### src/design/scpr_pkg.sv
// Shared types and constants for the second-chance page replacer.
package scpr_pkg;

  localparam int unsigned FRAMES_DEF    = 64;
  localparam int unsigned PAGE_BITS_DEF = 16;

  localparam int unsigned PAGE_IN_W  = 16;
  localparam int unsigned SLOT_W     = 6;
  localparam int unsigned COUNT_W    = 32;
  localparam int unsigned CFG_W      = 7;
  localparam int unsigned APB_ADDR_W = 3;
  localparam int unsigned APB_DATA_W = 32;

  localparam logic [CFG_W-1:0] FRAMES_IN_USE_RST = 7'd64;
  localparam logic             REG_FRAMES_IN_USE = 1'b0;

  typedef enum logic [1:0] {
    ST_IDLE,
    ST_SEARCH,
    ST_SWEEP
  } state_t;

endpackage

### src/design/scpr_page_ram.sv
// Page-number memory of the frames: one write port, one registered read port.
module scpr_page_ram #(
  parameter int unsigned DEPTH = scpr_pkg::FRAMES_DEF,
  parameter int unsigned AW    = 6,
  parameter int unsigned DW    = scpr_pkg::PAGE_BITS_DEF
) (
  input  logic          clk,
  input  logic          we,
  input  logic [AW-1:0] waddr,
  input  logic [DW-1:0] wdata,
  input  logic [AW-1:0] raddr,
  output logic [DW-1:0] rdata
);

  logic [DW-1:0] mem [DEPTH];

  always_ff @(posedge clk) begin
    if (we) begin
      mem[waddr] <= wdata;
    end
    rdata <= mem[raddr];
  end

endmodule

### src/design/second_chance_page_replacer.sv
// Top level of the second-chance (clock) page replacer.
//
// Usage: raise start with in_page_number while busy is low; the transaction
// is accepted at that edge and busy stays high until the result is ready.
// Exactly one result per transaction appears for one cycle with out_strobe:
// out_hit, out_frame_index and the saturating out_fault_count.
// The receiver cannot stall; each result is taken in the cycle it is shown.
// Operation: the search reads one frame page per cycle from the page memory
// through a registered read; a hit in frame k ends the search with frame k as
// its result. A miss scans all n active frames, then the clock hand steps one
// frame per cycle, clearing set reference bits, until it finds a clear one.
// busy falls in the cycle the strobe is shown, so the next transaction can be
// accepted at the edge that ends that cycle.
// Configuration: frames_in_use at byte address 0 of the APB port, to be written
// only while idle (the block itself does not enforce this); pready is always high.
// Reset (rst_n low, synchronous) clears valid and reference bits, the hand,
// the fault count and sets frames_in_use to 64; the page memory is not
// cleared and needs no clearing pass.
module second_chance_page_replacer #(
  parameter int unsigned FRAMES    = scpr_pkg::FRAMES_DEF,
  parameter int unsigned PAGE_BITS = scpr_pkg::PAGE_BITS_DEF
) (
  input  logic                                 clk,
  input  logic                                 rst_n,
  input  logic                                 start,
  output logic                                 busy,
  input  logic [scpr_pkg::PAGE_IN_W-1:0]       in_page_number,
  output logic                                 out_strobe,
  output logic                                 out_hit,
  output logic [scpr_pkg::SLOT_W-1:0]          out_frame_index,
  output logic [scpr_pkg::COUNT_W-1:0]         out_fault_count,
  input  logic                                 psel,
  input  logic                                 penable,
  input  logic                                 pwrite,
  input  logic [scpr_pkg::APB_ADDR_W-1:0]      paddr,
  input  logic [scpr_pkg::APB_DATA_W-1:0]      pwdata,
  output logic [scpr_pkg::APB_DATA_W-1:0]      prdata,
  output logic                                 pready
);

  localparam int unsigned IW = (FRAMES > 1) ? $clog2(FRAMES) : 1;
  localparam int unsigned CW = $clog2(FRAMES + 1);

  scpr_pkg::state_t state_r, state_nxt;

  logic [scpr_pkg::CFG_W-1:0]   frames_r;
  logic [FRAMES-1:0]            valid_r, valid_nxt;
  logic [FRAMES-1:0]            ref_r, ref_nxt;
  logic [IW-1:0]                clock_hand_r, clock_hand_nxt;
  logic [scpr_pkg::COUNT_W-1:0] faults_r, faults_nxt;

  logic [PAGE_BITS-1:0]         page_r, page_nxt;
  logic [CW-1:0]                n_r, n_nxt;
  logic [CW-1:0]                scan_r, scan_nxt;
  logic [IW-1:0]                cmp_idx_r, cmp_idx_nxt;
  logic                         cmp_vld_r, cmp_vld_nxt;
  logic [IW-1:0]                hand_r, hand_nxt;

  logic                         strobe_r, strobe_nxt;
  logic                         hit_r, hit_nxt;
  logic [scpr_pkg::SLOT_W-1:0]  slot_r, slot_nxt;
  logic [scpr_pkg::COUNT_W-1:0] count_r, count_nxt;

  logic [CW-1:0]                n_act;
  logic [PAGE_BITS-1:0]         ram_q;
  logic                         ram_we;
  logic                         accept;
  logic                         cfg_we;
  logic                         hit_now;
  logic                         last_cmp;
  logic                         ref_hand;
  logic [IW-1:0]                hand_inc;
  logic [IW-1:0]                hand_start;
  logic [scpr_pkg::COUNT_W-1:0] fault_inc;

  assign pready = 1'b1;
  assign cfg_we = psel && penable && pwrite && pready
                  && (paddr[scpr_pkg::APB_ADDR_W-1] == scpr_pkg::REG_FRAMES_IN_USE);

  always_comb begin
    if (paddr[scpr_pkg::APB_ADDR_W-1] == scpr_pkg::REG_FRAMES_IN_USE) begin
      prdata = scpr_pkg::APB_DATA_W'(frames_r);
    end else begin
      prdata = '0;
    end
  end

  always_comb begin
    priority if (frames_r == '0) begin
      n_act = CW'(1);
    end else if (32'(frames_r) > 32'(FRAMES)) begin
      n_act = CW'(FRAMES);
    end else begin
      n_act = CW'(frames_r);
    end
  end

  assign busy   = (state_r != scpr_pkg::ST_IDLE);
  assign accept = start && !busy;

  assign hit_now  = cmp_vld_r && valid_r[cmp_idx_r] && (ram_q == page_r);
  assign last_cmp = cmp_vld_r && (CW'(cmp_idx_r) == (n_r - CW'(1)));
  assign ref_hand = ref_r[hand_r];
  assign hand_inc = (CW'(hand_r) == (n_r - CW'(1))) ? '0 : hand_r + IW'(1);
  assign hand_start = (CW'(clock_hand_r) >= n_r) ? '0 : clock_hand_r;
  assign fault_inc  = (faults_r == '1) ? faults_r : faults_r + scpr_pkg::COUNT_W'(1);
  assign ram_we     = (state_r == scpr_pkg::ST_SWEEP) && !ref_hand;

  scpr_page_ram #(
    .DEPTH (FRAMES),
    .AW    (IW),
    .DW    (PAGE_BITS)
  ) u_page_ram (
    .clk   (clk),
    .we    (ram_we),
    .waddr (hand_r),
    .wdata (page_r),
    .raddr (scan_r[IW-1:0]),
    .rdata (ram_q)
  );

  always_comb begin
    state_nxt = state_r;
    unique case (state_r)
      scpr_pkg::ST_IDLE: begin
        if (accept) begin
          state_nxt = scpr_pkg::ST_SEARCH;
        end
      end
      scpr_pkg::ST_SEARCH: begin
        priority if (hit_now) begin
          state_nxt = scpr_pkg::ST_IDLE;
        end else if (last_cmp) begin
          state_nxt = scpr_pkg::ST_SWEEP;
        end
      end
      scpr_pkg::ST_SWEEP: begin
        if (!ref_hand) begin
          state_nxt = scpr_pkg::ST_IDLE;
        end
      end
      default: begin
        state_nxt = scpr_pkg::ST_IDLE;
      end
    endcase
  end

  always_comb begin
    valid_nxt      = valid_r;
    ref_nxt        = ref_r;
    clock_hand_nxt = clock_hand_r;
    faults_nxt     = faults_r;
    page_nxt       = page_r;
    n_nxt          = n_r;
    scan_nxt       = scan_r;
    cmp_idx_nxt    = cmp_idx_r;
    cmp_vld_nxt    = 1'b0;
    hand_nxt       = hand_r;
    strobe_nxt     = 1'b0;
    hit_nxt        = hit_r;
    slot_nxt       = slot_r;
    count_nxt      = count_r;
    unique case (state_r)
      scpr_pkg::ST_IDLE: begin
        if (accept) begin
          page_nxt = PAGE_BITS'(in_page_number);
          n_nxt    = n_act;
          scan_nxt = '0;
        end
      end
      scpr_pkg::ST_SEARCH: begin
        scan_nxt    = scan_r + CW'(1);
        cmp_idx_nxt = scan_r[IW-1:0];
        cmp_vld_nxt = (scan_r < n_r);
        priority if (hit_now) begin
          ref_nxt[cmp_idx_r] = 1'b1;
          strobe_nxt         = 1'b1;
          hit_nxt            = 1'b1;
          slot_nxt           = scpr_pkg::SLOT_W'(cmp_idx_r);
          count_nxt          = faults_r;
          cmp_vld_nxt        = 1'b0;
        end else if (last_cmp) begin
          hand_nxt    = hand_start;
          cmp_vld_nxt = 1'b0;
        end
      end
      scpr_pkg::ST_SWEEP: begin
        if (ref_hand) begin
          ref_nxt[hand_r] = 1'b0;
          hand_nxt        = hand_inc;
        end else begin
          valid_nxt[hand_r] = 1'b1;
          clock_hand_nxt    = hand_inc;
          faults_nxt        = fault_inc;
          strobe_nxt        = 1'b1;
          hit_nxt           = 1'b0;
          slot_nxt          = scpr_pkg::SLOT_W'(hand_r);
          count_nxt         = fault_inc;
        end
      end
      default: begin
        cmp_vld_nxt = 1'b0;
      end
    endcase
  end

  always_ff @(posedge clk) begin
    if (!rst_n) begin
      state_r      <= scpr_pkg::ST_IDLE;
      frames_r     <= scpr_pkg::FRAMES_IN_USE_RST;
      valid_r      <= '0;
      ref_r        <= '0;
      clock_hand_r <= '0;
      faults_r     <= '0;
      cmp_vld_r    <= 1'b0;
      strobe_r     <= 1'b0;
    end else begin
      state_r      <= state_nxt;
      valid_r      <= valid_nxt;
      ref_r        <= ref_nxt;
      clock_hand_r <= clock_hand_nxt;
      faults_r     <= faults_nxt;
      cmp_vld_r    <= cmp_vld_nxt;
      strobe_r     <= strobe_nxt;
      if (cfg_we) begin
        frames_r <= pwdata[scpr_pkg::CFG_W-1:0];
      end
    end
  end

  always_ff @(posedge clk) begin
    page_r    <= page_nxt;
    n_r       <= n_nxt;
    scan_r    <= scan_nxt;
    cmp_idx_r <= cmp_idx_nxt;
    hand_r    <= hand_nxt;
    hit_r     <= hit_nxt;
    slot_r    <= slot_nxt;
    count_r   <= count_nxt;
  end

  assign out_strobe      = strobe_r;
  assign out_hit         = hit_r;
  assign out_frame_index = slot_r;
  assign out_fault_count = count_r;

endmodule
### config.mk
export PLATFORM = sky130hd
export DESIGN_NAME = second_chance_page_replacer
export DESIGN_NICKNAME = d
export VERILOG_FILES = /design/src/design/scpr_pkg.sv /design/src/design/scpr_page_ram.sv /design/src/design/second_chance_page_replacer.sv
export SDC_FILE = /design/constraint.sdc
export NUM_CORES = 2
export LEC_CHECK = 0
export BUFFER_PORTS_ARGS = -buffer_cell sky130_fd_sc_hd__buf_4
export CAP_MARGIN = 5
export CORE_MARGIN = 10
export CORE_UTILIZATION = 51
export DETAILED_ROUTE_END_ITERATION = 12
export GPL_TIMING_DRIVEN = 0
export PLACE_DENSITY = 0.67
export SYNTH_ARGS = -nofsm -noshare
export SYNTH_HDL_FRONTEND = slang
export SYNTH_HIERARCHICAL = 1
export SYNTH_SLANG_ARGS = --single-unit
### constraint.sdc
create_clock -name clk -period 5.2 [get_ports clk]
set_input_delay 0.52 -clock clk [delete_from_list [all_inputs] [get_ports clk]]
set_output_delay 0.52 -clock clk [all_outputs]
set_load 0.02 [all_outputs]
==> results.yml <==
routing:
  drc: 0
  dr.pass1.iters: 6
  dr_total_vias: 31389
  detail-route-antenna-nets: 0
  drt_wl_total_um: 146400
  wl_per_cell_um: 29.19
  vias_per_cell: 6.257
  drt_iter0_markers: 3983
sta:
  hold_viol_final: 0
  rsz0062_at_grt: "false"
  tns_ps: 0
  worst-slew-pin-transition_ps: 1394
  finalCritPeriodShare_pct: 98.65
  min_period_ps: 5130
  slew_violations: 0
  fin_skew_ps: 41.15
  slew_headroom_pct: 6.336
  setup_viol: 0
  fmax_ghz: 0.1949
synthesis:
  ys_seq_elements: 1298
  synth_top_cell_by_area: "edfxtp_1"
  synth_edf_count: 1105
  async_flop_share_pct: 0
  netlist_area_um2: 53110
  ys_types: 89
  synth_flop_cell: "edfxtp_1"
  synth_top_cells_by_area: "edfxtp_1 62%, mux4_2 9.5%, dfxtp_1 7.3%"
  yosysWarningCount: 6
  syn_inst: 3194
  synth.avg_cell_area_um2: 16.63
  ys_seq_area_share_pct: 69.75
  yosys.area.top_type_share_pct: 62.47
finish:
  areaGrowthSynthToFinish_pct: 16.78
  final_core_util_pct: 59.93
  fin_nets: 3609
  antenna_cells: 0
  stdcell_count: 5017
  drive_gt1_share_pct: 23.76
  layout_common_cells: "1105 x edfxtp_1, 224 x mux4_2, 193 x dfxtp_1"
  mostFrequentLayoutCell: "edfxtp_1"
clocking:
  cts_inserted_buffers: 132
  cts_tree: "done"
  insertion_delay_ps: 770
  ctsLongestPathBuffers: 3
  clk_pin_slew_ps: 60
  cts.sink_count: 1298
  cts-root-buf: "clkbuf_16"
  htreeDepth: 4
floorplan:
  die_w_um: 342.7
  fp.dieArea_um2: 117500
  rows: 118
  fp.dieH_um: 342.7
  coreArea_um2: 103500
  ioPinCount: 131
  initial_core_util_pct: 51.32
placement:
  globalplace.congestion: 0.9874
  dpl.cell_count: 4748
  dp_hpwl_um: 101300
  port_buffers: 77
power:
  power_uw: 25500
  power_density_nw_per_um2: 411.1
  switching_share_pct: 26.45
  clock_power_share_pct: 37.3
  vdd.ir_drop.worst_uv: 331.9
  power_switching_uw: 6746
  p_leak_uw: 0.02046
  pwr-share-comb_pct: 16.3
  power_frac_seq_pct: 46.4
  internal_power_uw: 18760
setup_path:
  cpPeakStageDelay_ps: 630
  path_class: "flop to flop"
  crit_fanout: 15
  end_kind: "flop"
  cpMaxStageDelayCell: "edfxtp_1"
  worstPathRequired_ps: 5640
  cp-start-kind: "flop"
  crit_family: "simple AND/OR/NAND/NOR gates"
  cp.arrival_ps: 5570
  path_buf_inv: 5
  cp_cell_sequence: "buf_2 -> buf_1 -> a221oi_1 -> o22ai_1 -> a22oi_1 -> and4_1 -> buf_4 -> buf_2 -> nor2b_2 -> nand2_2 -> nor2_2 -> buf_4"
global_route:
  grt_max_degree: 40
  grt_overflow: 0
  grt_pass1_wl_um: 213400
  grt_use_total_pct: 24.83
  grt_pass1_vias: 30729
  antenna_found_initial: 5
outcome:
  status: "finished clean"
job:
  maxCapViolations: 0
hold_path:
  hold_path.class: "input pin to flop"
[metrics by stage]
| stage | cell area, µm² | setup slack, ps | hold slack (ps) |
|---|---|---|---|
| 3_5_place_dp | 57180 | -512.5 | 449.4 |
| 4_1_cts | 61900 | -262.2 | 7.607 |
| 3_3_place_gp | 55510 | -1044 | 439.4 |
| 5_1_grt | 62030 | 28.89 | 46.42 |
| 6_report | 62030 | 70.31 | 44.72 |
| 2_1_floorplan | 53200 | 1075 | 428.6 |
[layer usage]
layer | share of wire, % | vias to the layer above | GRT usage, %
li1 | - | 13291 | -
met4 | 4.8 | 6 | 11.42
met1 | 39 | 16167 | 33.47
met5 | 0.025 | - | 0
met3 | 8.6 | 338 | 4.585
met2 | 47 | 1587 | 39.15
[path summary, 6_finish.rpt]
check	from	end	slack, ps	cells after the start
worst max-delay path	hand_r[2]	u_page_ram/mem[44][14]	70	12
worst min-delay path	pwdata[6]	frames_r[6]	40	3
worst max register to register	hand_r[2]	u_page_ram/mem[44][14]	70	12
worst min register to register	valid_r[18]	valid_r[18]	460	1
[cell usage after synthesis, types with 46 or more instances]
library cell	n
a21oi_1	52
nor2b_1	60
mux2i_1	114
clkbuf_1	73
a41o_1	47
nand2_1	187
nor2_1	206
buf_2	64
nand3_1	62
xnor2_1	57
edfxtp_1	1105
dfxtp_1	193
mux4_2	224
buf_4	46
[power groups by stage]
| stage | logic [µW] | clock network, µW | registers, µW |
|---|---|---|---|
| 2_1_floorplan | 2330 | 0 | 12100 |
| 3_3_place_gp | 3620 | 0 | 12300 |
| 3_5_place_dp | 4050 | 0 | 12100 |
| 4_1_cts | 4090 | 9620 | 11800 |
| 5_1_grt | 4320 | 10000 | 11800 |
| 6_report | 4150 | 9510 | 11800 |
[area by class of cell]
cell class | count | area (µm²)
inverter | 29 | 108.9
fill | 7547 | 41470
timing repair buffer | 181 | 2425
tap | 1380 | 1727
clock buffer | 173 | 3654
buffer | 231 | 1429
sequential | 1298 | 37050
clock inverter | 65 | 676.9
multi-input combinational | 1660 | 14960
[logic make-up (layout without fill, tap and decap cells)]
logic type / Yosys count / after routing / synth area share [%]
compound gates: 430 / 430 / 5.979
xor+xnor: 86 / 86 / 1.418
fa+ha+maj: 19 / 19 / 0.4476
buf+inv: 260 / 679 / 2.895
flops: 1298 / 1298 / 69.75
mux: 386 / 386 / 12.84
other cells: 2 / 26 / 0.01414
simple gates: 713 / 713 / 6.657
[repair_timing]
action / in CTS / in global routing
pin swaps: 1 / 3
buffers inserted: 4 / 4
setup endpoints to repair: 483 / 632
endpoints found under the hold margin: 22 / 0
resized for setup: 27 / 11
hold buffers: 22 / 0
[sequential cells by signal, summed over array words and instances (netlist names), 16 cells and up]
name	count
valid_r	64
page_r	16
u_page_ram/mem	1024
faults_r	32
ref_r	64
u_page_ram/rdata	16
out_fault_count	32
[tightest hold or removal path, delay by kind of cell]
family / cells / cell delay [ps]
multiplexers: 1 / 90
buffers and inverters: 1 / 80
AND/OR/NAND/NOR: 1 / 70
(Power assumes the default switching activity.)
